## config.mk

```make
export PLATFORM = sky130hd
export DESIGN_NAME = bounded_stack_with_search_flat
export DESIGN_NICKNAME = d
export VERILOG_FILES = /design/src/bss_pkg.sv /design/src/bss_req_if.sv /design/src/bss_rsp_if.sv /design/src/bss_ram.sv /design/src/bounded_stack_with_search.sv /design/src/flat_wrapper.sv
export SDC_FILE = /design/constraint.sdc
export NUM_CORES = 1
export LEC_CHECK = 0
export ABC_AREA = 1
export BUFFER_PORTS_ARGS = -buffer_cell sky130_fd_sc_hd__buf_2
export CAP_MARGIN = 30
export CORE_MARGIN = 1
export CORE_UTILIZATION = 30
export DETAILED_ROUTE_END_ITERATION = 12
export GPL_ROUTABILITY_DRIVEN = 0
export REMOVE_ABC_BUFFERS = 1
export SYNTH_ARGS = -nofsm -noshare
export SYNTH_HDL_FRONTEND = slang
export SYNTH_SLANG_ARGS = --single-unit
```

## constraint.sdc

```tcl
create_clock -name clk -period 6.04 [get_ports clk]
set_clock_uncertainty 0.1 [all_clocks]
set_input_delay 1.208 -clock clk [delete_from_list [all_inputs] [get_ports clk]]
set_output_delay 1.208 -clock clk [all_outputs]
set_load 0.02 [all_outputs]
```

## src/bss_pkg.sv

```systemverilog
// shared constants and types of the bounded stack with search
`default_nettype none
package bss_pkg;

	localparam int DEPTH  = 8;
	localparam int AW     = (DEPTH > 1) ? $clog2(DEPTH) : 1;
	localparam int CW     = $clog2(DEPTH + 1);
	localparam int DATA_W = 32;
	localparam int POS_W  = 3;

	typedef enum logic [1:0] {
		OP_PUSH   = 2'd0,
		OP_POP    = 2'd1,
		OP_LIST   = 2'd2,
		OP_SEARCH = 2'd3
	} op_t;

	typedef enum logic [2:0] {
		ST_PUSHED     = 3'd0,
		ST_FULL       = 3'd1,
		ST_POPPED     = 3'd2,
		ST_POP_EMPTY  = 3'd3,
		ST_LISTED     = 3'd4,
		ST_LIST_EMPTY = 3'd5,
		ST_FOUND      = 3'd6,
		ST_NOT_FOUND  = 3'd7
	} status_t;

	typedef enum logic [1:0] {
		S_IDLE,
		S_POP,
		S_SCAN,
		S_FINISH
	} state_t;

	typedef struct packed {
		logic          wr_en;
		logic [AW-1:0] wr_addr;
		logic          rd_en;
		logic [AW-1:0] rd_addr;
	} ram_ctl_t;

endpackage
`default_nettype wire

```

## src/bss_req_if.sv

```systemverilog
// request channel: operation and value
`default_nettype none
interface bss_req_if;
	import bss_pkg::*;

	logic                     valid;
	logic                     ready;
	op_t                      op;
	logic signed [DATA_W-1:0] value;

	modport source (output valid, output op, output value, input ready);
	modport sink   (input valid, input op, input value, output ready);
endinterface
`default_nettype wire

```

## src/bss_rsp_if.sv

```systemverilog
// response channel: status, data, position and last flag
`default_nettype none
interface bss_rsp_if;
	import bss_pkg::*;

	logic                     valid;
	logic                     ready;
	status_t                  status;
	logic signed [DATA_W-1:0] data;
	logic [POS_W-1:0]         position;
	logic                     last;

	modport source (output valid, output status, output data, output position, output last,
		input ready);
	modport sink   (input valid, input status, input data, input position, input last,
		output ready);
endinterface
`default_nettype wire

```

## src/bss_ram.sv

```systemverilog
// entry store: one write port, one registered read port
`default_nettype none
module bss_ram (
	input  wire                           clk,
	input  wire bss_pkg::ram_ctl_t        ctl,
	input  wire  [bss_pkg::DATA_W-1:0]    wdata,
	output logic [bss_pkg::DATA_W-1:0]    rdata
);
	import bss_pkg::*;

	logic [DATA_W-1:0] mem [DEPTH];

	always_ff @(posedge clk) begin
		if (ctl.wr_en) begin
			mem[ctl.wr_addr] <= wdata;
		end
		if (ctl.rd_en) begin
			rdata <= mem[ctl.rd_addr];
		end
	end
endmodule
`default_nettype wire

```

## src/bounded_stack_with_search.sv

```systemverilog
// bounded lifo stack of signed words with list and search
// usage:
//   req carries one request word (op, value); rsp carries result words
//   (status, data, position, last). both use valid/ready, a word moves when
//   both are high. every request ends with exactly one word that has last set.
// timing:
//   a request is taken only while no earlier request is in progress and the
//   response register is free or being emptied in the same cycle.
//   push, and any request on an empty stack: the result is registered on
//   accept and shown in the next cycle, in which the next request may follow.
//   pop: the entry is read into the store's read register, then loaded into
//   the response register once that is free.
//   list and search: the entries are read from the store one per cycle, the
//   store's read port sets the pace, unless the response channel stalls the
//   walk. listed words appear one per cycle while rsp.ready stays high.
//   search holds back one found word so that the final one can carry last.
// stalls:
//   a response word waiting on rsp.ready halts a list walk with the read data
//   held, a search walk only at a further match; nothing is dropped or repeated.
// reset:
//   arst_n empties the stack and clears the handshake state; stored entries
//   are not cleared and are only read after they have been written.
`default_nettype none
module bounded_stack_with_search (
	input wire        clk,
	input wire        arst_n,
	bss_req_if.sink   req,
	bss_rsp_if.source rsp
);
	import bss_pkg::*;

	state_t                   state_q, state_d;
	logic [CW-1:0]            fill_q, fill_d;
	op_t                      op_q, op_d;
	logic signed [DATA_W-1:0] key_q, key_d;
	logic [CW-1:0]            idx_q, idx_d;
	logic                     v_s1, v_s1_d;
	logic [AW-1:0]            idx_s1, idx_s1_d;
	logic                     pend_v_q, pend_v_d;
	logic [AW-1:0]            pend_idx_q, pend_idx_d;

	logic                     out_v_q;
	status_t                  out_status_q;
	logic signed [DATA_W-1:0] out_data_q;
	logic [POS_W-1:0]         out_pos_q;
	logic                     out_last_q;

	logic                     load_out;
	status_t                  ld_status;
	logic signed [DATA_W-1:0] ld_data;
	logic [POS_W-1:0]         ld_pos;
	logic                     ld_last;

	ram_ctl_t                 ram_ctl;
	logic [DATA_W-1:0]        rdata;
	logic                     out_free;
	logic                     accept;
	logic                     consume;
	logic                     issue;

	bss_ram u_ram (
		.clk   (clk),
		.ctl   (ram_ctl),
		.wdata (req.value),
		.rdata (rdata)
	);

	assign out_free  = !out_v_q || rsp.ready;
	assign req.ready = (state_q == S_IDLE) && out_free;
	assign accept    = req.valid && req.ready;

	always_comb begin
		state_d    = state_q;
		fill_d     = fill_q;
		op_d       = op_q;
		key_d      = key_q;
		idx_d      = idx_q;
		v_s1_d     = v_s1;
		idx_s1_d   = idx_s1;
		pend_v_d   = pend_v_q;
		pend_idx_d = pend_idx_q;
		load_out   = 1'b0;
		ld_status  = ST_PUSHED;
		ld_data    = '0;
		ld_pos     = '0;
		ld_last    = 1'b1;
		ram_ctl    = '0;
		consume    = 1'b0;
		issue      = 1'b0;

		unique case (state_q)
			S_IDLE: begin
				if (accept) begin
					op_d     = req.op;
					key_d    = req.value;
					idx_d    = '0;
					v_s1_d   = 1'b0;
					pend_v_d = 1'b0;
					unique case (req.op)
						OP_PUSH: begin
							load_out = 1'b1;
							if (fill_q == CW'(DEPTH)) begin
								ld_status = ST_FULL;
							end else begin
								ram_ctl.wr_en   = 1'b1;
								ram_ctl.wr_addr = fill_q[AW-1:0];
								fill_d          = fill_q + CW'(1);
								ld_status       = ST_PUSHED;
							end
						end
						OP_POP: begin
							if (fill_q == '0) begin
								load_out  = 1'b1;
								ld_status = ST_POP_EMPTY;
							end else begin
								ram_ctl.rd_en   = 1'b1;
								ram_ctl.rd_addr = AW'(fill_q - CW'(1));
								fill_d          = fill_q - CW'(1);
								state_d         = S_POP;
							end
						end
						OP_LIST: begin
							if (fill_q == '0) begin
								load_out  = 1'b1;
								ld_status = ST_LIST_EMPTY;
							end else begin
								state_d = S_SCAN;
							end
						end
						default: begin
							if (fill_q == '0) begin
								load_out  = 1'b1;
								ld_status = ST_NOT_FOUND;
							end else begin
								state_d = S_SCAN;
							end
						end
					endcase
				end
			end
			S_POP: begin
				if (out_free) begin
					load_out  = 1'b1;
					ld_status = ST_POPPED;
					ld_data   = rdata;
					state_d   = S_IDLE;
				end
			end
			S_SCAN: begin
				if (v_s1) begin
					if (op_q == OP_LIST) begin
						consume = out_free;
						if (out_free) begin
							load_out  = 1'b1;
							ld_status = ST_LISTED;
							ld_data   = rdata;
							ld_pos    = POS_W'(idx_s1);
							ld_last   = (CW'(idx_s1) + CW'(1)) == fill_q;
						end
					end else if (rdata != key_q) begin
						consume = 1'b1;
					end else if (!pend_v_q) begin
						consume    = 1'b1;
						pend_v_d   = 1'b1;
						pend_idx_d = idx_s1;
					end else if (out_free) begin
						// an earlier match goes out now, a later one exists
						consume    = 1'b1;
						load_out   = 1'b1;
						ld_status  = ST_FOUND;
						ld_pos     = POS_W'(pend_idx_q);
						ld_last    = 1'b0;
						pend_idx_d = idx_s1;
					end
				end
				issue = (idx_q < fill_q) && (!v_s1 || consume);
				if (issue) begin
					ram_ctl.rd_en   = 1'b1;
					ram_ctl.rd_addr = idx_q[AW-1:0];
					idx_d           = idx_q + CW'(1);
					v_s1_d          = 1'b1;
					idx_s1_d        = idx_q[AW-1:0];
				end else if (consume) begin
					v_s1_d = 1'b0;
					if (idx_q == fill_q) begin
						state_d = (op_q == OP_LIST) ? S_IDLE : S_FINISH;
					end
				end
			end
			S_FINISH: begin
				if (out_free) begin
					load_out  = 1'b1;
					ld_status = pend_v_q ? ST_FOUND : ST_NOT_FOUND;
					ld_pos    = pend_v_q ? POS_W'(pend_idx_q) : '0;
					state_d   = S_IDLE;
				end
			end
			default: begin
				state_d = S_IDLE;
			end
		endcase
	end

	always_ff @(posedge clk or negedge arst_n) begin
		if (!arst_n) begin
			state_q  <= S_IDLE;
			fill_q   <= '0;
			v_s1     <= 1'b0;
			pend_v_q <= 1'b0;
			out_v_q  <= 1'b0;
		end else begin
			state_q  <= state_d;
			fill_q   <= fill_d;
			v_s1     <= v_s1_d;
			pend_v_q <= pend_v_d;
			if (load_out) begin
				out_v_q <= 1'b1;
			end else if (rsp.ready) begin
				out_v_q <= 1'b0;
			end
		end
	end

	always_ff @(posedge clk) begin
		op_q       <= op_d;
		key_q      <= key_d;
		idx_q      <= idx_d;
		idx_s1     <= idx_s1_d;
		pend_idx_q <= pend_idx_d;
		if (load_out) begin
			out_status_q <= ld_status;
			out_data_q   <= ld_data;
			out_pos_q    <= ld_pos;
			out_last_q   <= ld_last;
		end
	end

	assign rsp.valid    = out_v_q;
	assign rsp.status   = out_status_q;
	assign rsp.data     = out_data_q;
	assign rsp.position = out_pos_q;
	assign rsp.last     = out_last_q;
endmodule
`default_nettype wire

```

## src/flat_wrapper.sv

```systemverilog
// flat-port wrapper written by rule: the top's interface ports become plain ports
module bounded_stack_with_search_flat import bss_pkg::*;
  (clk, arst_n, req_valid, req_op, req_value, req_ready, rsp_valid, rsp_status, rsp_data, rsp_position, rsp_last, rsp_ready);
  bss_req_if req_i ();
  bss_rsp_if rsp_i ();
  input wire clk;
  input wire arst_n;
  input wire logic [$bits(req_i.valid)-1:0] req_valid;
  input wire logic [$bits(req_i.op)-1:0] req_op;
  input wire logic [$bits(req_i.value)-1:0] req_value;
  output wire logic [$bits(req_i.ready)-1:0] req_ready;
  output wire logic [$bits(rsp_i.valid)-1:0] rsp_valid;
  output wire logic [$bits(rsp_i.status)-1:0] rsp_status;
  output wire logic [$bits(rsp_i.data)-1:0] rsp_data;
  output wire logic [$bits(rsp_i.position)-1:0] rsp_position;
  output wire logic [$bits(rsp_i.last)-1:0] rsp_last;
  input wire logic [$bits(rsp_i.ready)-1:0] rsp_ready;
  assign req_i.valid = req_valid;
  assign req_i.op = req_op;
  assign req_i.value = req_value;
  assign req_ready = req_i.ready;
  assign rsp_valid = rsp_i.valid;
  assign rsp_status = rsp_i.status;
  assign rsp_data = rsp_i.data;
  assign rsp_position = rsp_i.position;
  assign rsp_last = rsp_i.last;
  assign rsp_i.ready = rsp_ready;
  bounded_stack_with_search u_core (.clk(clk), .arst_n(arst_n), .req(req_i), .rsp(rsp_i));
endmodule
```

==> flow_summary.yaml, run 1 <==
routing:
  met1Wirelength_mm: 18.2
  vias: 10843
  drtIter0Drc: 910
  avgViaCountPerCell: 4.49
  drt_first_pass_iters: 5
  wl_met3_mm: 2.46
  met2WireLength_mm: 18.8
  highest_layer: "met5"
  drc: 0
  postRouteAntennaNets: 0
  wl_per_cell_um: 16.6
  routed_wl_mm: 40.2
setup_path:
  crit_slowest_cell: "buf_4"
  r2r_slack_ns: 2.26
  cp.depth: 13
  path_cells: "buf_2, inv_1, nor2_1, inv_1, nor2_1, nand2_4, nand2_4, buf_4, nand2_1, nand3_1, nand2_1, nand2_1, nand2_1"
  rr_worst_depth: 12
  cp_data_arrival_time_ns: 3.98
  critPathBufInv: 4
  cpPeakStageDelay_ns: 0.56
  r2r-end: "u_core.u_ram.rdata[23]$_DFFE_PP_"
  critPathRequiredTime_ns: 6.23
  path_max_fanout: 73
  critPathKind: "in -> reg"
  critPathLaunch: "req_op[0]"
  r2r_start: "u_core.fill_q[1]$_DFFE_PN0P_"
  path_common_cell: "nand2_1"
  end_kind: "flip-flop"
  cpLargestDelayFamily: "simple AND/OR/NAND/NOR gates"
  start_kind: "input pin"
  endpoint: "u_core.u_ram.rdata[12]$_DFFE_PP_"
floorplan:
  ios: 79
  rows: 86
  fp.dieW_um: 239
  die_h_um: 239
  fp.dieArea_um2: 57100
  core_um2: 55300
  start_util: 0.304
sta:
  fmax_mhz: 264
  fin_crit_sh: 0.628
  setup_viol: 0
  grt_setup_unrepaired: "no"
  max_slew_margin: 0.381
  drv_slew: 0
  setup_total_negative_slack_ns: 0
  worstMarginPinSlew_ns: 0.929
  hold_viol_final: 0
  fin_crit_ns: 3.79
clock_network:
  cts_resized: 0
  clk_pin_slew_ns: 0.06
  cts_tree: "yes"
  cts.sinks: 380
  htree_levels: 2
  root_buffer: "clkbuf_16"
  clkLatencyLatePin_ns: 0.53
  hold_buffers: 0
  post_cts_buffers: 0
  cts_max_path_buffers: 3
  numCtsBuffers: 39
run:
  cap_violations: 0
grt:
  antenna_found_initial: 6
  grt_pass1_wl_mm: 61.5
  overflow: 0
  first_global_vias: 10525
  grt_usage: 0.142
  grt_max_degree: 74
pwr:
  p_leak_nw: 8.01
  combinationalPowerShare: 0.325
  peakVddDrop_v: 0.000264
  power_frac_seq: 0.412
  clkPwrFrac: 0.263
  p_int_mw: 5.60
  power_density_nw_per_um2: 459
  switchingPower_mw: 3.23
  swShare: 0.366
final_layout:
  final.fill_count: 5531
  nNetsFinal: 1686
  area_growth_pct: 14.1
  drive_gt1_frac: 0.114
  fin_cells: 2415
synthesis:
  synth_top_cell_by_area: "edfxtp_1"
  synth_area_per_cell_um2: 10.8
  synth_ff_type: "edfxtp_1"
  ys_warn_count: 0
  netlist_top_cells_count: "371 x edfxtp_1, 366 x nand2_1, 304 x inv_1, 263 x nand3_1, 37 x nor2_1"
  netlist_instances: 1564
  synth_seq_area_share: 0.675
  ys_ff_latch: 380
  synth.distinct_cells: 38
  synthTopCellsByArea: "edfxtp_1 66%, nand2_1 8.2%, nand3_1 7.8%, inv_1 6.8%, dfrtp_1 1.3%"
  synth_edf_count: 371
  async_flop_share: 0.0237
  synthesis.area_um2: 16800
  synth.most_common_cell: "edfxtp_1"
  synth_top_area_frac: 0.662
placement:
  placedCellCount: 2343
  dp_hpwl_mm: 22.4
  port_buffers: 78
min_path:
  hold_path.class: "in -> async"
run_status:
  status: "finished clean"
registers in the layout (all words and copies together), names as in the netlist:
name,cells
u_core.idx_q,4
u_core.idx_s1,3
u_core.u_ram.mem,256
u_core.rsp.data,32
u_core.op_q,2
u_core.key_q,32
u_core.rsp.valid,1
u_core.pend_idx_q,3
u_core.pend_v_q,1
u_core.fill_q,4
u_core.rsp.last,1
u_core.rsp.status,3
u_core.u_ram.rdata,32
u_core.state_q,2
u_core.rsp.position,3
u_core.v_s1,1
worst register-to-register path, stage by stage (launching register included):
cell and delay, ns:
dfrtp_1 0.47, inv_1 0.15, ha_1 0.32, a21oi_1 0.15, nor2_1 0.06, a211oi_2 0.29
a21boi_1 0.25, nand2_1 0.24, o21ai_4 0.20, buf_4 0.49, inv_2 0.53, nand2_1 0.21
nand2_1 0.07
per-layer routing:
metal	vias to the layer above	global-route usage
met3	56	0.0255
met1	5224	0.193
met2	304	0.232
li1	5251	-
met5	-	0
met4	8	0.0361
power by group through the flow:
stage	Combinational (mW)	Clock (mW)	Sequential [mW]
after global routing	3.21	2.46	3.67
final	2.86	2.32	3.63
after global placement	2.82	0	3.68
after CTS	2.90	2.37	3.64
after detailed placement	2.88	0	3.69
after floorplan	1.79	0	3.77
cells by family (layout without fill, tap and decap cells):
kind of cell / after synthesis / count (layout) / share of synthesized area
AO/OA/AOI/OAI: 36 / 36 / 0.0133
other: 0 / 2 / 0
AND/OR/NAND/NOR: 721 / 721 / 0.191
buffers and inverters: 384 / 485 / 0.0955
flip-flops: 380 / 380 / 0.675
XOR/XNOR: 31 / 31 / 0.0161
adder cells (fa/ha/maj): 12 / 12 / 0.00892
layout by cell type (no fill, tap or decap), types with 2 or more instances in the layout:
master and count:
dfrtp_1 9, nand4_1 6, xor2_1 7, nor2_1 32
nor3b_1 21, a21oi_1 14, buf_4 21, o21ai_4 2
nand2_4 2, clkinv_2 10, clkbuf_16 41, inv_2 12
xnor2_1 24, a22o_1 3, nand2_2 4, edfxtp_1 371
clkinv_1 8, nand2_1 364, clkbuf_1 8, bufinv_16 2
nand3_1 263, buf_2 78, o21ai_0 7, diode_2 2
inv_1 303, ha_1 12, nor3_1 15, nor2_4 8
final cells by class:
cell class / count / area (um^2) / share of cell area
diodes: 2 / 5.00 / 0.000260
clock inverters: 21 / 151 / 0.00788
flip-flops and latches: 380 / 11400 / 0.592
inverters: 315 / 1180 / 0.0615
multi-input cells: 800 / 3950 / 0.206
clock buffers: 49 / 1060 / 0.0550
repair buffers: 100 / 568 / 0.0296
well taps: 748 / 936 / 0.0487
how the worst min path moves through the flow:
stage / start / end
global placement: u_core.pend_v_q$_DFFE_PN0P_ / u_core.pend_v_q$_DFFE_PN0P_
floorplan: u_core.pend_v_q$_DFFE_PN0P_ / u_core.pend_v_q$_DFFE_PN0P_
detailed placement: u_core.fill_q[3]$_DFFE_PN0P_ / u_core.fill_q[3]$_DFFE_PN0P_
CTS: arst_n / u_core.rsp.valid$_DFFE_PN0P_
finish: arst_n / u_core.rsp.valid$_DFFE_PN0P_
global route: arst_n / u_core.rsp.valid$_DFFE_PN0P_
through the flow:
stage               worst slack, ns  utilization  cell area (um^2)  hold WS [ns]  power [mW]
floorplan                   -0.0388            -             16400         0.391        5.56
global placement               1.88        0.325             18000         0.420        6.51
detailed placement             1.76        0.325             18000         0.426        6.57
CTS                            2.21        0.347             19200         0.411        8.90
global route                   1.94        0.347             19200         0.426        9.34
finish                         2.25        0.347             19200         0.428        8.82
No activity file was read; power rests on OpenSTA's default activity.
==> run 2, diff against run 1 <==
ABC_AREA = 0   (was 1)
clock period = 3.8 ns   (was 6.04 ns; I/O delays follow)
==> run 2 against run 1 <==
Die area is 9.3% lower; total power rose by 59%; critical endpoint is now u_core.u_ram.rdata[3]$_DFFE_PP_; cell area decreased by 5.8%; global-route usage decreased by 1.1 points; combinational power rose by 48%.
==> flow_summary.yaml, run 2 <==
synthesis:
  synthesis.area_um2: 15200
  synth_area_per_cell_um2: 17.2
  synth.distinct_cells: 57
  synthAdderAreaFrac: 0.00985
  synthXorXnorAreaFrac: 0.0253
  synth_simple_gate_area_frac: 0.0576
  async_flop_share: 0.0237
  synth_top_area_frac: 0.731
  synth_edf_count: 371
  synth.most_common_cell: "edfxtp_1"
  muxShareOfSynthArea: 0.0891
  netlist_instances: 887
  netlist_top_cells_count: "371 x edfxtp_1, 66 x mux2i_1, 62 x mux2_2, 49 x nor2_1, 37 x and2_1"
  synth_top_cell_by_area: "edfxtp_1"
  synthTopCellsByArea: "edfxtp_1 73%, mux2_2 4.6%, mux2i_1 4.3%, xor2_1 2.0%, a22o_1 2.0%"
  synth_top_family_by_area: "multiplexers"
  synth_ff_type: "edfxtp_1"
  ys_ff_latch: 380
  ys_warn_count: 0
  synth_compound_area_frac: 0.0547
  synth_seq_area_share: 0.745
routing:
  avgViaCountPerCell: 4.64
  wl_per_cell_um: 19.7
  drt_first_pass_iters: 5
  drtIter0Drc: 517
  vias: 7907
  postRouteAntennaNets: 0
  drc: 0
  routed_wl_mm: 33.5
run:
  cap_violations: 0
final_layout:
  regArea_um2: 11400
  top_register: "u_core.u_ram.mem"
  nNetsFinal: 1048
  multiInputGateArea_um2: 3690
  largest_register_ffs: 256
  drive_gt1_frac: 0.250
  final_common_cell: "edfxtp_1"
  mostFrequentLayoutCells: "371 x edfxtp_1, 78 x buf_2, 66 x mux2i_1"
  final.fill_count: 4673
  fin_cells: 1704
  design_area_um2: 18100
  area_growth_pct: 18.7
floorplan:
  die_h_um: 227
  fp.dieArea_um2: 51700
  rows: 82
  core_um2: 50200
  ios: 79
  fp.dieW_um: 227
  start_util: 0.304
min_path:
  hold_path.class: "in -> reg"
clock_network:
  htree_levels: 2
  cts.sinks: 380
  cts_max_path_buffers: 3
  post_cts_buffers: 0
  clkLatencyLatePin_ns: 0.55
  root_buffer: "clkbuf_16"
  cts_tree: "yes"
  clk_pin_slew_ns: 0.06
  numCtsBuffers: 42
placement:
  dp_hpwl_mm: 18.9
  port_buffers: 78
  placedCellCount: 1625
  place_area_um2: 16700
grt:
  overflow: 0
  grt_max_degree: 68
  grt_pass1_wl_mm: 49.9
  antenna_found_initial: 3
  grt_usage: 0.131
  first_global_vias: 8134
sta:
  fmax_mhz: 287
  fin_crit_sh: 0.916
  fin_crit_ns: 3.48
  max_slew_margin: 0.485
  hold_viol_final: 0
  setup_viol: 0
  drv_slew: 0
  whs_ns: 0.372
  grt_setup_unrepaired: "no"
  worstMarginPinSlew_ns: 0.771
pwr:
  p_int_mw: 9.52
  switchingPower_mw: 4.47
  clkPwrFrac: 0.285
  peakVddDrop_v: 0.000357
  power_mw: 14.0
  p_leak_nw: 6.42
  power_frac_seq: 0.413
  combinationalPowerShare: 0.302
  swShare: 0.320
  power_density_nw_per_um2: 773
setup_path:
  critPathRequiredTime_ns: 4.00
  critPathKind: "reg -> reg"
  cpPeakStageDelay_ns: 0.38
  path_max_fanout: 51
  start_kind: "flip-flop"
  path_cells: "inv_1, ha_1, nor2b_1, and2_1, nor3_1, buf_4, a32oi_4, buf_12, mux2_2, o22ai_1, nor2_1"
  end_kind: "flip-flop"
  crit_slowest_cell: "dfrtp_1"
  cp_data_arrival_time_ns: 3.68
run_status:
  status: "finished clean"
-- run 2: final cells by class --
cell class / count / area share
Antenna cell: 3 / 0.000415
Multi-Input combinational cell: 455 / 0.204
Clock inverter: 27 / 0.0156
Inverter: 12 / 0.00249
Tap cell: 672 / 0.0465
Clock buffer: 48 / 0.0593
Timing Repair Buffer: 107 / 0.0441
Sequential cell: 380 / 0.628
-- run 2: metrics by stage --
stage | worst slack (ns) | TNS (ns) | utilization
2_1_floorplan | -1.53 | -159.24 | -
3_3_place_gp | 0.224 | 0 | 0.333
3_5_place_dp | 0.218 | 0 | 0.333
4_1_cts | 0.296 | 0 | 0.361
5_1_grt | 0.0867 | 0 | 0.361
6_report | 0.319 | 0 | 0.361
-- run 2: power by group through the flow --
| stage | clock network, mW | registers, mW | logic [mW] |
|---|---|---|---|
| after floorplan | 0 | 6.00 | 2.58 |
| after global placement | 0 | 5.87 | 4.25 |
| after detailed placement | 0 | 5.87 | 4.31 |
| after CTS | 4.09 | 5.79 | 4.32 |
| after global routing | 4.26 | 5.85 | 4.60 |
| final | 4.00 | 5.78 | 4.23 |
-- run 2: what timing repair did --
action	CTS	global route
hold buffers	1	0
endpoints found under the hold margin	9	0
resized for setup	0	0
-- run 2: final timing paths --
check	from	to	slack, ns	depth (start not counted)
worst max-delay path	u_core.fill_q[0]$_DFFE_PN0P_	u_core.u_ram.rdata[3]$_DFFE_PP_	0.32	11
worst min-delay path	req_op[1]	u_core.op_q[1]$_DFFE_PP_	0.37	1
worst max register to register	u_core.fill_q[0]$_DFFE_PN0P_	u_core.u_ram.rdata[3]$_DFFE_PP_	0.32	11
worst min register to register	u_core.idx_s1[1]$_DFFE_PP_	u_core.pend_idx_q[1]$_DFFE_PP_	0.42	0
max in group asynchronous	arst_n	u_core.fill_q[0]$_DFFE_PN0P_	2.88	2
min in group asynchronous	arst_n	u_core.pend_v_q$_DFFE_PN0P_	0.52	2
-- run 2: cell families (layout without fill, tap and decap cells) --
logic type	count (synthesis)	in the layout
adder cells (fa/ha/maj)	12	12
flip-flops	380	380
XOR/XNOR	44	44
other	0	3
buffers and inverters	52	194
AND/OR/NAND/NOR	159	159
multiplexers	128	128
AO/OA/AOI/OAI	112	112
-- run 2: worst max-delay path: cells and delay by family (launching register included) --
kind                     cells  cell delay [ns]
AO/OA/AOI/OAI                2             0.39
adder cells (fa/ha/maj)      1             0.27
AND/OR/NAND/NOR              4             0.89
flip-flops                   1             0.38
buffers and inverters        3             0.77
multiplexers                 1             0.38
-- run 2: routing by layer --
layer,share of wire,track usage
met2,0.49,0.220
met1,0.43,0.167
met5,0.00081,0
met4,0.021,0.0381
met3,0.055,0.0292
